--- src/design/round_robin_time_slice_scheduler_assert.svh ---
// Assertion macros shared by the scheduler modules.
`ifndef ROUND_ROBIN_TIME_SLICE_SCHEDULER_ASSERT_SVH
`define ROUND_ROBIN_TIME_SLICE_SCHEDULER_ASSERT_SVH

// The consequent must hold in the same cycle as the antecedent.
`define RRTS_ASSERT_SAME(label, ante, cons) \
  label: assert property (@(posedge clk_i) disable iff (!rst_ni) (ante) |-> (cons)) \
    else $error("scheduler assertion failed");

// The consequent must hold in the cycle after the antecedent.
`define RRTS_ASSERT_NEXT(label, ante, cons) \
  label: assert property (@(posedge clk_i) disable iff (!rst_ni) (ante) |=> (cons)) \
    else $error("scheduler assertion failed");

`endif

--- src/design/rrts_pkg.sv ---
// Shared types and constants of the round-robin time-slice scheduler.
package rrts_pkg;

  localparam int unsigned MAX_TASKS_DEF = 16;
  localparam int unsigned TASK_W        = 4;
  localparam int unsigned TASK_SLOTS    = 16;
  localparam int unsigned SLICE_W       = 8;
  localparam int unsigned CFG_IDX_W     = 1;
  localparam int unsigned CFG_DATA_W    = 8;
  localparam logic [SLICE_W-1:0] SLICE_RESET = 8'd10;
  localparam logic [TASK_W-1:0]  IDLE_RESET  = 4'd0;

  typedef enum logic [2:0] {
    OP_TICK     = 3'd0,
    OP_ENQUEUE  = 3'd1,
    OP_REMOVE   = 3'd2,
    OP_RESCHED  = 3'd3,
    OP_SWITCH   = 3'd4
  } op_e;

  typedef enum logic [1:0] {
    ST_OK        = 2'd0,
    ST_FULL      = 2'd1,
    ST_NOT_FOUND = 2'd2
  } status_e;

  typedef enum logic [CFG_IDX_W-1:0] {
    CFG_SLICE_LENGTH = 1'd0,
    CFG_IDLE_TASK    = 1'd1
  } cfg_reg_e;

  typedef enum logic [3:0] {
    S_IDLE,
    S_EXEC,
    S_SW_PUSH,
    S_SW_SELECT,
    S_SW_POP,
    S_RM_READ,
    S_RM_CMP,
    S_SH_READ,
    S_SH_WRITE,
    S_DONE
  } state_e;

  typedef struct packed {
    logic load_item;
    logic exec;
    logic sw_push;
    logic sw_select;
    logic sw_pop;
    logic rm_read;
    logic rm_next;
    logic rm_miss;
    logic sh_read;
    logic sh_write;
    logic sh_finish;
    logic out_load;
  } dp_cmd_t;

  typedef struct packed {
    op_e  op;
    logic resched;
    logic match;
    logic scan_end;
    logic shift_end;
    logic queue_empty;
  } dp_sts_t;

endpackage

--- src/design/rrts_ctrl.sv ---
// Controller state machine of the scheduler: sequences each request.
module rrts_ctrl
  import rrts_pkg::*;
(
  input  logic    clk_i,
  input  logic    rst_ni,
  input  logic    in_valid_i,
  output logic    in_ready_o,
  output logic    out_valid_o,
  input  logic    out_ready_i,
  input  dp_sts_t sts_i,
  output dp_cmd_t cmd_o
);

  state_e state_q, state_d;
  logic   out_valid_q, out_valid_d;
  logic   out_free;

  assign out_free = !out_valid_q || out_ready_i;

  always_comb begin
    state_d = state_q;
    case (state_q)
      S_IDLE: begin
        if (in_valid_i) state_d = S_EXEC;
      end
      S_EXEC: begin
        if (sts_i.op == OP_REMOVE) begin
          state_d = S_RM_READ;
        end else if (sts_i.op == OP_SWITCH && sts_i.resched) begin
          state_d = S_SW_PUSH;
        end else begin
          state_d = S_DONE;
        end
      end
      S_SW_PUSH:   state_d = S_SW_SELECT;
      S_SW_SELECT: state_d = sts_i.queue_empty ? S_DONE : S_SW_POP;
      S_SW_POP:    state_d = S_DONE;
      S_RM_READ:   state_d = sts_i.scan_end ? S_DONE : S_RM_CMP;
      S_RM_CMP:    state_d = sts_i.match ? S_SH_READ : S_RM_READ;
      S_SH_READ:   state_d = sts_i.shift_end ? S_DONE : S_SH_WRITE;
      S_SH_WRITE:  state_d = S_SH_READ;
      S_DONE: begin
        if (out_free) state_d = S_IDLE;
      end
      default:     state_d = S_IDLE;
    endcase
  end

  always_comb begin
    cmd_o      = '0;
    in_ready_o = 1'b0;
    case (state_q)
      S_IDLE: begin
        in_ready_o      = 1'b1;
        cmd_o.load_item = in_valid_i;
      end
      S_EXEC:      cmd_o.exec      = 1'b1;
      S_SW_PUSH:   cmd_o.sw_push   = 1'b1;
      S_SW_SELECT: cmd_o.sw_select = 1'b1;
      S_SW_POP:    cmd_o.sw_pop    = 1'b1;
      S_RM_READ: begin
        cmd_o.rm_miss = sts_i.scan_end;
        cmd_o.rm_read = !sts_i.scan_end;
      end
      S_RM_CMP:    cmd_o.rm_next   = !sts_i.match;
      S_SH_READ: begin
        cmd_o.sh_finish = sts_i.shift_end;
        cmd_o.sh_read   = !sts_i.shift_end;
      end
      S_SH_WRITE:  cmd_o.sh_write  = 1'b1;
      S_DONE:      cmd_o.out_load  = out_free;
      default:     cmd_o           = '0;
    endcase
  end

  always_comb begin
    out_valid_d = out_valid_q;
    if (cmd_o.out_load) begin
      out_valid_d = 1'b1;
    end else if (out_ready_i) begin
      out_valid_d = 1'b0;
    end
  end

  always_ff @(posedge clk_i or negedge rst_ni) begin
    if (!rst_ni) begin
      state_q     <= S_IDLE;
      out_valid_q <= 1'b0;
    end else begin
      state_q     <= state_d;
      out_valid_q <= out_valid_d;
    end
  end

  assign out_valid_o = out_valid_q;

  `include "round_robin_time_slice_scheduler_assert.svh"

  `RRTS_ASSERT_NEXT(a_busy_after_accept, in_valid_i && in_ready_o, !in_ready_o)
  `RRTS_ASSERT_NEXT(a_result_shown, cmd_o.out_load, out_valid_o)
  `RRTS_ASSERT_SAME(a_load_only_on_accept, cmd_o.load_item, in_valid_i && in_ready_o)

endmodule

--- src/design/rrts_dp.sv ---
// Datapath of the scheduler: ready queue memory, slice counters and result register.
module rrts_dp
  import rrts_pkg::*;
#(
  parameter int unsigned MAX_TASKS = MAX_TASKS_DEF
) (
  input  logic                  clk_i,
  input  logic                  rst_ni,
  input  logic                  cfg_we_i,
  input  logic [CFG_IDX_W-1:0]  cfg_index_i,
  input  logic [CFG_DATA_W-1:0] cfg_data_i,
  input  logic [2:0]            operation_i,
  input  logic [TASK_W-1:0]     task_id_i,
  input  logic                  current_runnable_i,
  input  dp_cmd_t               cmd_i,
  output dp_sts_t               sts_o,
  output logic [TASK_W-1:0]     running_task_o,
  output logic                  switched_o,
  output logic                  resched_pending_o,
  output logic [1:0]            status_o
);

  localparam int unsigned IW = $clog2(MAX_TASKS);
  localparam int unsigned CW = $clog2(MAX_TASKS + 1);
  localparam logic [CW:0]   MAX_EXT  = (CW + 1)'(MAX_TASKS);
  localparam logic [CW-1:0] MAX_CNT  = CW'(MAX_TASKS);
  localparam logic [IW-1:0] LAST_IDX = IW'(MAX_TASKS - 1);

  logic [TASK_W-1:0] queue_mem_q [MAX_TASKS];
  logic [TASK_W-1:0] rd_data_q;
  logic              rd_en;
  logic [IW-1:0]     rd_addr;
  logic              wr_en;
  logic [IW-1:0]     wr_addr;
  logic [TASK_W-1:0] wr_data;

  logic [SLICE_W-1:0] slice_q [TASK_SLOTS];
  logic [SLICE_W-1:0] slice_length_q;
  logic [TASK_W-1:0]  idle_task_q;

  logic [CW-1:0]     count_q, count_d;
  logic [IW-1:0]     head_q, head_d;
  logic [TASK_W-1:0] cur_q, cur_d;
  logic              resched_q, resched_d;

  op_e               op_q;
  logic [TASK_W-1:0] tid_q;
  logic              runnable_q;
  logic [CW-1:0]     k_q, k_d;
  logic [IW-1:0]     ptr_q, ptr_d;
  status_e           status_q, status_d;
  logic              switched_q, switched_d;

  logic              full;
  logic              empty;
  logic [CW:0]       tail_sum;
  logic [CW:0]       tail_wrap;
  logic [IW-1:0]     tail;
  logic [IW-1:0]     head_inc;
  logic [IW-1:0]     ptr_inc;
  logic              push_cur;
  logic [SLICE_W-1:0] slice_cur;
  logic              slice_expire;
  logic              tick_we;

  assign full      = (count_q == MAX_CNT);
  assign empty     = (count_q == '0);
  assign tail_sum  = (CW + 1)'(head_q) + (CW + 1)'(count_q);
  assign tail_wrap = (tail_sum >= MAX_EXT) ? (tail_sum - MAX_EXT) : tail_sum;
  assign tail      = tail_wrap[IW-1:0];
  assign head_inc  = (head_q == LAST_IDX) ? '0 : head_q + IW'(1);
  assign ptr_inc   = (ptr_q == LAST_IDX) ? '0 : ptr_q + IW'(1);
  assign push_cur  = runnable_q && (cur_q != idle_task_q);

  assign slice_cur    = slice_q[cur_q];
  assign slice_expire = (slice_cur <= SLICE_W'(1));
  assign tick_we      = cmd_i.exec && (op_q == OP_TICK);

  assign sts_o.op          = op_q;
  assign sts_o.resched     = resched_q;
  assign sts_o.match       = (rd_data_q == tid_q);
  assign sts_o.scan_end    = (k_q == count_q);
  assign sts_o.shift_end   = ((CW + 1)'(k_q) + (CW + 1)'(1)) >= (CW + 1)'(count_q);
  assign sts_o.queue_empty = empty;

  always_comb begin
    wr_en   = 1'b0;
    wr_addr = tail;
    wr_data = tid_q;
    rd_en   = 1'b0;
    rd_addr = ptr_q;
    if (cmd_i.exec && op_q == OP_ENQUEUE && !full) begin
      wr_en = 1'b1;
    end
    if (cmd_i.sw_push && push_cur && !full) begin
      wr_en   = 1'b1;
      wr_data = cur_q;
    end
    if (cmd_i.sh_write) begin
      wr_en   = 1'b1;
      wr_addr = ptr_q;
      wr_data = rd_data_q;
    end
    if (cmd_i.sw_select && !empty) begin
      rd_en   = 1'b1;
      rd_addr = head_q;
    end
    if (cmd_i.rm_read) begin
      rd_en = 1'b1;
    end
    if (cmd_i.sh_read) begin
      rd_en   = 1'b1;
      rd_addr = ptr_inc;
    end
  end

  always_ff @(posedge clk_i) begin
    if (wr_en) begin
      queue_mem_q[wr_addr] <= wr_data;
    end
    if (rd_en) begin
      rd_data_q <= queue_mem_q[rd_addr];
    end
  end

  always_comb begin
    count_d    = count_q;
    head_d     = head_q;
    cur_d      = cur_q;
    resched_d  = resched_q;
    k_d        = k_q;
    ptr_d      = ptr_q;
    status_d   = status_q;
    switched_d = switched_q;
    if (cmd_i.load_item) begin
      k_d        = '0;
      ptr_d      = head_q;
      status_d   = ST_OK;
      switched_d = 1'b0;
    end
    if (cmd_i.exec) begin
      case (op_q)
        OP_TICK: begin
          if (slice_expire) resched_d = 1'b1;
        end
        OP_ENQUEUE: begin
          if (full) begin
            status_d = ST_FULL;
          end else begin
            count_d = count_q + CW'(1);
          end
        end
        OP_RESCHED: resched_d = 1'b1;
        default:    resched_d = resched_q;
      endcase
    end
    if (cmd_i.sw_push) begin
      resched_d = 1'b0;
      if (push_cur) begin
        if (full) begin
          status_d = ST_FULL;
        end else begin
          count_d = count_q + CW'(1);
        end
      end
    end
    if (cmd_i.sw_select && empty) begin
      cur_d      = idle_task_q;
      switched_d = (idle_task_q != cur_q);
    end
    if (cmd_i.sw_pop) begin
      cur_d      = rd_data_q;
      switched_d = (rd_data_q != cur_q);
      head_d     = head_inc;
      count_d    = count_q - CW'(1);
    end
    if (cmd_i.rm_next) begin
      k_d   = k_q + CW'(1);
      ptr_d = ptr_inc;
    end
    if (cmd_i.rm_miss) begin
      status_d = ST_NOT_FOUND;
    end
    if (cmd_i.sh_write) begin
      k_d   = k_q + CW'(1);
      ptr_d = ptr_inc;
    end
    if (cmd_i.sh_finish) begin
      count_d = count_q - CW'(1);
    end
  end

  always_ff @(posedge clk_i or negedge rst_ni) begin
    if (!rst_ni) begin
      count_q        <= '0;
      head_q         <= '0;
      cur_q          <= IDLE_RESET;
      resched_q      <= 1'b0;
      slice_length_q <= SLICE_RESET;
      idle_task_q    <= IDLE_RESET;
      for (int i = 0; i < TASK_SLOTS; i++) begin
        slice_q[i] <= SLICE_RESET;
      end
    end else begin
      count_q   <= count_d;
      head_q    <= head_d;
      cur_q     <= cur_d;
      resched_q <= resched_d;
      if (tick_we) begin
        slice_q[cur_q] <= slice_expire ? slice_length_q : slice_cur - SLICE_W'(1);
      end
      if (cfg_we_i) begin
        case (cfg_reg_e'(cfg_index_i))
          CFG_SLICE_LENGTH: slice_length_q <= cfg_data_i[SLICE_W-1:0];
          CFG_IDLE_TASK:    idle_task_q    <= cfg_data_i[TASK_W-1:0];
          default:          idle_task_q    <= idle_task_q;
        endcase
      end
    end
  end

  always_ff @(posedge clk_i) begin
    if (cmd_i.load_item) begin
      op_q       <= op_e'(operation_i);
      tid_q      <= task_id_i;
      runnable_q <= current_runnable_i;
    end
    k_q        <= k_d;
    ptr_q      <= ptr_d;
    status_q   <= status_d;
    switched_q <= switched_d;
    if (cmd_i.out_load) begin
      running_task_o    <= cur_q;
      switched_o        <= switched_q;
      resched_pending_o <= resched_q;
      status_o          <= status_q;
    end
  end

  `include "round_robin_time_slice_scheduler_assert.svh"

  `RRTS_ASSERT_NEXT(a_switch_clears_flag, cmd_i.sw_pop, !resched_q)
  `RRTS_ASSERT_NEXT(a_enqueue_fills, cmd_i.exec && op_q == OP_ENQUEUE && !full, count_q != '0)
  `RRTS_ASSERT_SAME(a_pop_needs_entry, cmd_i.sw_pop || cmd_i.sh_finish, !empty)

endmodule

--- src/design/round_robin_time_slice_scheduler.sv ---
// Top level of the round-robin time-slice scheduler.
//
//   Channel  Signals                                   Direction
//   in       in_valid_i / in_ready_o, request fields   into block
//   out      out_valid_o / out_ready_i, result fields  out of block
//   cfg      cfg_valid_i / cfg_ready_o, index, data    into block
//
// Tick, enqueue, reschedule, unused opcodes and a switch point without a pending flag pass
// through S_EXEC and S_DONE; a switch point with the flag set adds S_SW_PUSH, S_SW_SELECT
// and S_SW_POP, or skips S_SW_POP when the queue is empty at selection. Removal walks the
// queue memory: read and compare per entry searched; read and write per entry moved up.
// A new request is taken while the previous result waits in the output register.
// Reset needs no clearing pass; the queue memory holds no valid bits.
module round_robin_time_slice_scheduler
  import rrts_pkg::*;
#(
  parameter int unsigned MAX_TASKS = MAX_TASKS_DEF
) (
  input  logic                  clk_i,
  input  logic                  rst_ni,
  input  logic                  in_valid_i,
  output logic                  in_ready_o,
  input  logic [2:0]            operation_i,
  input  logic [TASK_W-1:0]     task_id_i,
  input  logic                  current_runnable_i,
  output logic                  out_valid_o,
  input  logic                  out_ready_i,
  output logic [TASK_W-1:0]     running_task_o,
  output logic                  switched_o,
  output logic                  resched_pending_o,
  output logic [1:0]            status_o,
  input  logic                  cfg_valid_i,
  output logic                  cfg_ready_o,
  input  logic [CFG_IDX_W-1:0]  cfg_index_i,
  input  logic [CFG_DATA_W-1:0] cfg_data_i
);

  dp_cmd_t cmd;
  dp_sts_t sts;

  assign cfg_ready_o = 1'b1;

  rrts_ctrl u_ctrl (
    .clk_i       (clk_i),
    .rst_ni      (rst_ni),
    .in_valid_i  (in_valid_i),
    .in_ready_o  (in_ready_o),
    .out_valid_o (out_valid_o),
    .out_ready_i (out_ready_i),
    .sts_i       (sts),
    .cmd_o       (cmd)
  );

  rrts_dp #(
    .MAX_TASKS (MAX_TASKS)
  ) u_dp (
    .clk_i              (clk_i),
    .rst_ni             (rst_ni),
    .cfg_we_i           (cfg_valid_i && cfg_ready_o),
    .cfg_index_i        (cfg_index_i),
    .cfg_data_i         (cfg_data_i),
    .operation_i        (operation_i),
    .task_id_i          (task_id_i),
    .current_runnable_i (current_runnable_i),
    .cmd_i              (cmd),
    .sts_o              (sts),
    .running_task_o     (running_task_o),
    .switched_o         (switched_o),
    .resched_pending_o  (resched_pending_o),
    .status_o           (status_o)
  );

endmodule

--- config.mk ---
export PLATFORM = sky130hd
export DESIGN_NAME = round_robin_time_slice_scheduler
export DESIGN_NICKNAME = d
export VERILOG_FILES = /design/src/design/rrts_pkg.sv /design/src/design/rrts_ctrl.sv /design/src/design/rrts_dp.sv /design/src/design/round_robin_time_slice_scheduler.sv
export VERILOG_INCLUDE_DIRS = /design/src /design/src/design
export SDC_FILE = /design/constraint.sdc
export NUM_CORES = 1
export LEC_CHECK = 0
export ABC_AREA = 1
export BUFFER_PORTS_ARGS = -buffer_cell sky130_fd_sc_hd__buf_2
export CAP_MARGIN = 20
export CELL_PAD_IN_SITES_DETAIL_PLACEMENT = 1
export CELL_PAD_IN_SITES_GLOBAL_PLACEMENT = 1
export CORE_AREA = 2 2 134 235
export DETAILED_ROUTE_END_ITERATION = 16
export DIE_AREA = 0 0 136 237
export GPL_TIMING_DRIVEN = 0
export PLACE_DENSITY = 0.85
export SYNTH_ARGS = -nofsm -noshare
export SYNTH_HDL_FRONTEND = slang
export SYNTH_SLANG_ARGS = --single-unit
--- constraint.sdc ---
create_clock -name clk_i -period 4.8 [get_ports clk_i]
set_input_delay 0.24 -clock clk_i [delete_from_list [all_inputs] [get_ports clk_i]]
set_output_delay 0.24 -clock clk_i [all_outputs]
set_load 0.05 [all_outputs]
# == Word-level counts from Yosys, hierarchy flattened ==
# Memories as Yosys holds them, arrays and structs flattened. A register that Yosys moved wholly into a read port is not among the register bits.
# Index checks and enable logic that the tools add are counted.
# totals
regBits,187
out_inout_bits,11
ramBits,64
n_memories,1
# memory_table
name,depth,word_bits,read_ports,rd_clocked_by_memory_dff,wr,line_no,source
u_dp.queue_mem_q,16,4,1,1,1,rrts_dp.sv:29,logic [TASK_W-1:0] queue_mem_q [MAX_TASKS];
# classes
n_mux,77
eq_ne,24
n_addsub,9
n_bitwise,2
reduce_logical,30
n_lt_le_gt_ge,5
# op_table
operator,count
$bwmux 128,1
$mux 4,19
$mux 5,11
$pmux 4 s10,1
$bmux 8 s4,1
$demux 8 s4,1
$mux 8,4
$mux 1,30
$eq 4x3->1 const B,4
$eq 4x4->1 const B,4
$mux 2,8
$ne 4x4->1,3
$add 5x1->5 const B,2
$logic_and 1x1->1,10
$reduce_bool 3->1,3
$add 4x1->4 const B,2
$eq 4x2->1 const B,2
$le 8x1->1 const B,1
$sub 8x1->8 const B,1
$add 4x5->6,1
$add 5x1->6 const B,1
$eq 3x2->1 const B,2
$ge 6x5->1,1
$ge 6x5->1 const B,1
24 further kinds,33

# == Depth between registers and ports, before layout ==
# depth
ltp_word,9
ltp_mapped,24

# == By module ==
# A second synthesis with hierarchy kept.
# hier_totals
cells_unflattened,1620
area_unflattened_um2,13121.3
# modules_own_cells
mod,cells_each,seq_area_each_um2,area_each_um2,n_inst
rrts_dp,1541,6759.0,12632.1,1
rrts_ctrl,77,125.1,478.0,1
round_robin_time_slice_scheduler,2,0.0,11.3,1

# == Least setup slack after synthesis ==
# No wires, ideal clock.
# synth_timing
kind,register -> register
from,register u_dp.cur_q[0]
to,register u_dp.slice_q[24] in the netlist's numbering
t_arrival_ns,2.688
stages_incl_launch_ff,22
setup_slack_ns,1.990
path_cell_list,dfrtp_1 -> buf_4 -> inv_4 -> buf_2 -> buf_2 -> nand2_1 -> nand2_1 -> nand2_1 -> nand2_1 -> nand2_1 -> nand2_1 -> nor2_1 -> ha_1 -> or2_2 -> nand2_1 -> nor2_4 -> nand2_2 -> buf_6 -> nand2_1 -> o21ai_2 -> buf_4 -> o21ai_1
# synth_via
elab_chain_cells,7
# synth_rtl
element,line_no,source
"start, declared",rrts_dp.sv:43,"logic [TASK_W-1:0] cur_q, cur_d;"
"start signal, assigned",rrts_dp.sv:207,cur_q <= cur_d;
$not 4->5 *,"rrts_dp.sv:75, rrts_dp.sv:210",
$bmux 8 s4,rrts_dp.sv:75,assign slice_cur = slice_q[cur_q];
$mux 8 (implied by the code) (2 in a row),rrts_dp.sv:75,
$sub 8x1->8 or $le 8x1->1 (tied branches),"rrts_dp.sv:210, rrts_dp.sv:76",
$mux 8,rrts_dp.sv:210,slice_q[cur_q] <= slice_expire ? slice_length_q : slice_cur - SLICE_W'(1);
$bwmux 128 *,rrts_dp.sv:210,
"end signal, assigned by index",rrts_dp.sv:210,
"end, declared",rrts_dp.sv:37,logic [SLICE_W-1:0] slice_q [TASK_SLOTS];
# Every way passes the cells marked *; elsewhere a longest branch is shown, timed or not. The select of a mux whose other input is x is not followed.
# A chain may end at the register's enable or synchronous reset.

# == Worst setup path in the final report ==
# layout_timing
from,register u_dp.cur_q[0]
to,register u_dp.slice_q[83] in the netlist's numbering
# The elaborated chain is that of the path after synthesis.

==> reports/metrics.yaml <==
fin_nets: 1783
antenna_left: 0
cts_resized: 0
dr.pass1.iters: 5
wire_per_inst_um: 20.2
place_congestion: 0.915
fin_area_um2: 14800
vias_per_cell: 5.41
dpl.hpwl_um: 32500
maxCapViolations: 0
diodes: 0
dieArea_um2: 32200
n_fill_cell: 3779
fin_crit_ns: 4.06
ir_drop_mv: 0.373
synth_ff_type: "dfrtp_1"
synth-edff-count: 94
dp_slack_ns: 0.830
drive_gt1_share_pct: 10.2
cts_buffer_depth: 3
rsz0062_at_grt: "false"
grt_max_degree: 89
path_clk_slew_ns: 0.07
drv_slew: 0
cp.required_ns: 5.27
synth_seq_cells: 255
place_area_um2: 13900
fp-row-count: 85
worstPathArrival_ns: 4.53
power_density_nw_per_um2: 667
dp.cells: 2091
worstMarginPinSlew_ns: 0.931
cts_tree: "done"
skew_ns: 0.0230
fin_crit_sh_pct: 84.6
cp-start-kind: "flip-flop"
ys_warn_count: 0
die_y_um: 237
grt_use_total_pct: 27.7
ios: 33
yosys-top-cells-count: "681 x nand2_1, 182 x inv_1, 158 x nand3_1"
worst_hold_slack_ns: 0.0225
max_slew_margin_pct: 37.9
p_leak_nw: 7.16
setup_viol: 0
register_area_um2: 6880
postSynthCellCount: 1667
vias: 11600
grt_antenna_before_repair: 0
io_buffers: 31
cts-root-buf: "clkbuf_16"
synth_cell_types: 46
status: "completed"
end_kind: "flip-flop"
grt_pass1_wl_um: 68500
insertion_delay_ns: 0.54
dr.first_iter.drc_count: 519
die-width_um: 136
synthesis.area_um2: 13200
synth_top_area_cell: "dfrtp_1"
synthTopCellsByArea: "dfrtp_1 24%, edfxtp_1 21%, nand2_1 19%, dfstp_2 6.8%, nand3_1 6.0%"
worstHoldPathType: "in -> reg"
cts_inserted_buffers: 25
synth_fp_nets: 1705
yosysMostFrequentCell: "nand2_1"
core_um2: 30400
grt_overflow: 0
max_freq_mhz: 246
multi_input_area_um2: 5280
yosys.area.top_type_share_pct: 23.7
ys_seq_area_share_pct: 52.2
start_util_pct: 43.4
drc: 0
ctsHoldBuffers: 18
fin_util_pct: 48.7
crit_fanout: 10
grt_pass1_vias: 12900
htree_levels: 1
async_flop_share_pct: 62.4
critPathKind: "reg -> reg"
finalSetupTns_ns: 0
hold_viol_final: 0
postCtsSetupBuffers: 0
drt-total-wl_um: 43500
cts_sinks: 255
layout_setup_ws_ns: 0.738
synth.avg_cell_area_um2: 7.92
syn_to_final_growth_pct: 12.3
stdcell_count: 2154
p_total_mw: 9.88
[cell usage in the layout, fill, tap and decap left out, types with 3 or more instances in the layout]
master         instances
nand3_1              158
nor2_1                83
a21oi_2                3
a31oi_1                3
nand2_1              681
inv_2                 10
clkbuf_1              18
xor2_1                17
clkinv_2               6
buf_1                  4
nand2_2                4
edfxtp_1              94
dfrtp_1              125
o211ai_1               8
clkbuf_16             25
buf_6                 10
nor2_2                 8
clkinv_1               6
mux2_2                 4
dfstp_2               34
nand3_2                3
o21ai_1               51
xnor2_1                7
a21oi_1               16
inv_1                182
ha_1                  15
nor3_1                23
buf_2                 47
o21ai_0               52
buf_4                  8
dlygate4sd3_1         18
nand4_1                6
[final timing paths]
| path | slack [ns] | depth (start not counted) | start | end |
|---|---|---|---|---|
| setup / recovery | 0.74 | 19 | u_dp.cur_q[0] | u_dp.slice_q[83] |
| hold / removal | 0.02 | 3 | in_valid_i | u_ctrl.state_q[0] |
| setup reg to reg | 0.74 | 19 | u_dp.cur_q[0] | u_dp.slice_q[83] |
| hold reg to reg | 0.44 | 0 | u_dp.switched_q | u_dp.switched_o |
| max in group asynchronous | 3.64 | 3 | rst_ni | u_dp.slice_q[33] |
| min in group asynchronous | 0.26 | 2 | rst_ni | u_dp.slice_length_q[7] |
[routing by layer]
metal  track usage (%)  share of wire [%]  vias to the layer above
met5                 0                  0                        -
met4              19.6                8.1                        0
met3              2.29                2.4                      181
met2              52.9                 55                      298
met1              27.2                 34                     5725
li1                  -                  -                     5442
[worst max-delay path: stages (launching register included)]
cell and delay, ns:
dfrtp_1 0.38, buf_4 0.17, inv_4 0.13, buf_2 0.32, buf_2 0.34, nand2_1 0.09
nand2_1 0.11, nand2_1 0.07, nand2_1 0.10, nand2_1 0.08, nand2_1 0.19, nor2_2 0.09
ha_1 0.30, or2_2 0.33, nand2_1 0.11, nor2_4 0.06, nand3b_1 0.35, clkbuf_1 0.47
nand3_1 0.19, nand2_1 0.10
[logic make-up after synthesis]
group	after synthesis	synth area share, %
buffers and inverters	246	7.94
AO/OA/AOI/OAI	141	5.82
AND/OR/NAND/NOR	980	30.5
other	1	0.0284
adder cells (fa/ha/maj)	16	1.57
multiplexers	4	0.341
flip-flops	255	52.2
XOR/XNOR	24	1.59
[flip-flops by register name, summed over array words and instances, names as in the netlist, 2 cells and up]
register,flops
u_dp.status_o,2
u_dp.slice_q,128
u_dp.queue_mem_q,64
u_dp.k_q,5
u_dp.slice_length_q,8
u_dp.ptr_q,4
u_dp.running_task_o,4
u_dp.cur_q,4
u_ctrl.state_q,4
u_dp.head_q,4
u_dp.idle_task_q,4
u_dp.tid_q,4
u_dp.rd_data_q,4
u_dp.count_q,5
u_dp.status_q,2
u_dp.op_q,3
[cell type report]
cell class,instances,share of cell area [%]
timing repair buffer,51,2.57
clock inverter,17,0.726
sequential,255,46.4
clock buffer,28,4.30
inverter,193,4.90
tap,391,3.30
buffer,53,2.17
multi-input combinational,1166,35.6
[power breakdown]
part	leakage (nW)	switching [mW]	internal, mW
sequential	2.90	0.297	2.83
combinational	3.89	3.56	1.31
clock	0.359	0.874	1.01
total	7.16	4.73	5.15
Power figures use the tool's default switching activity.
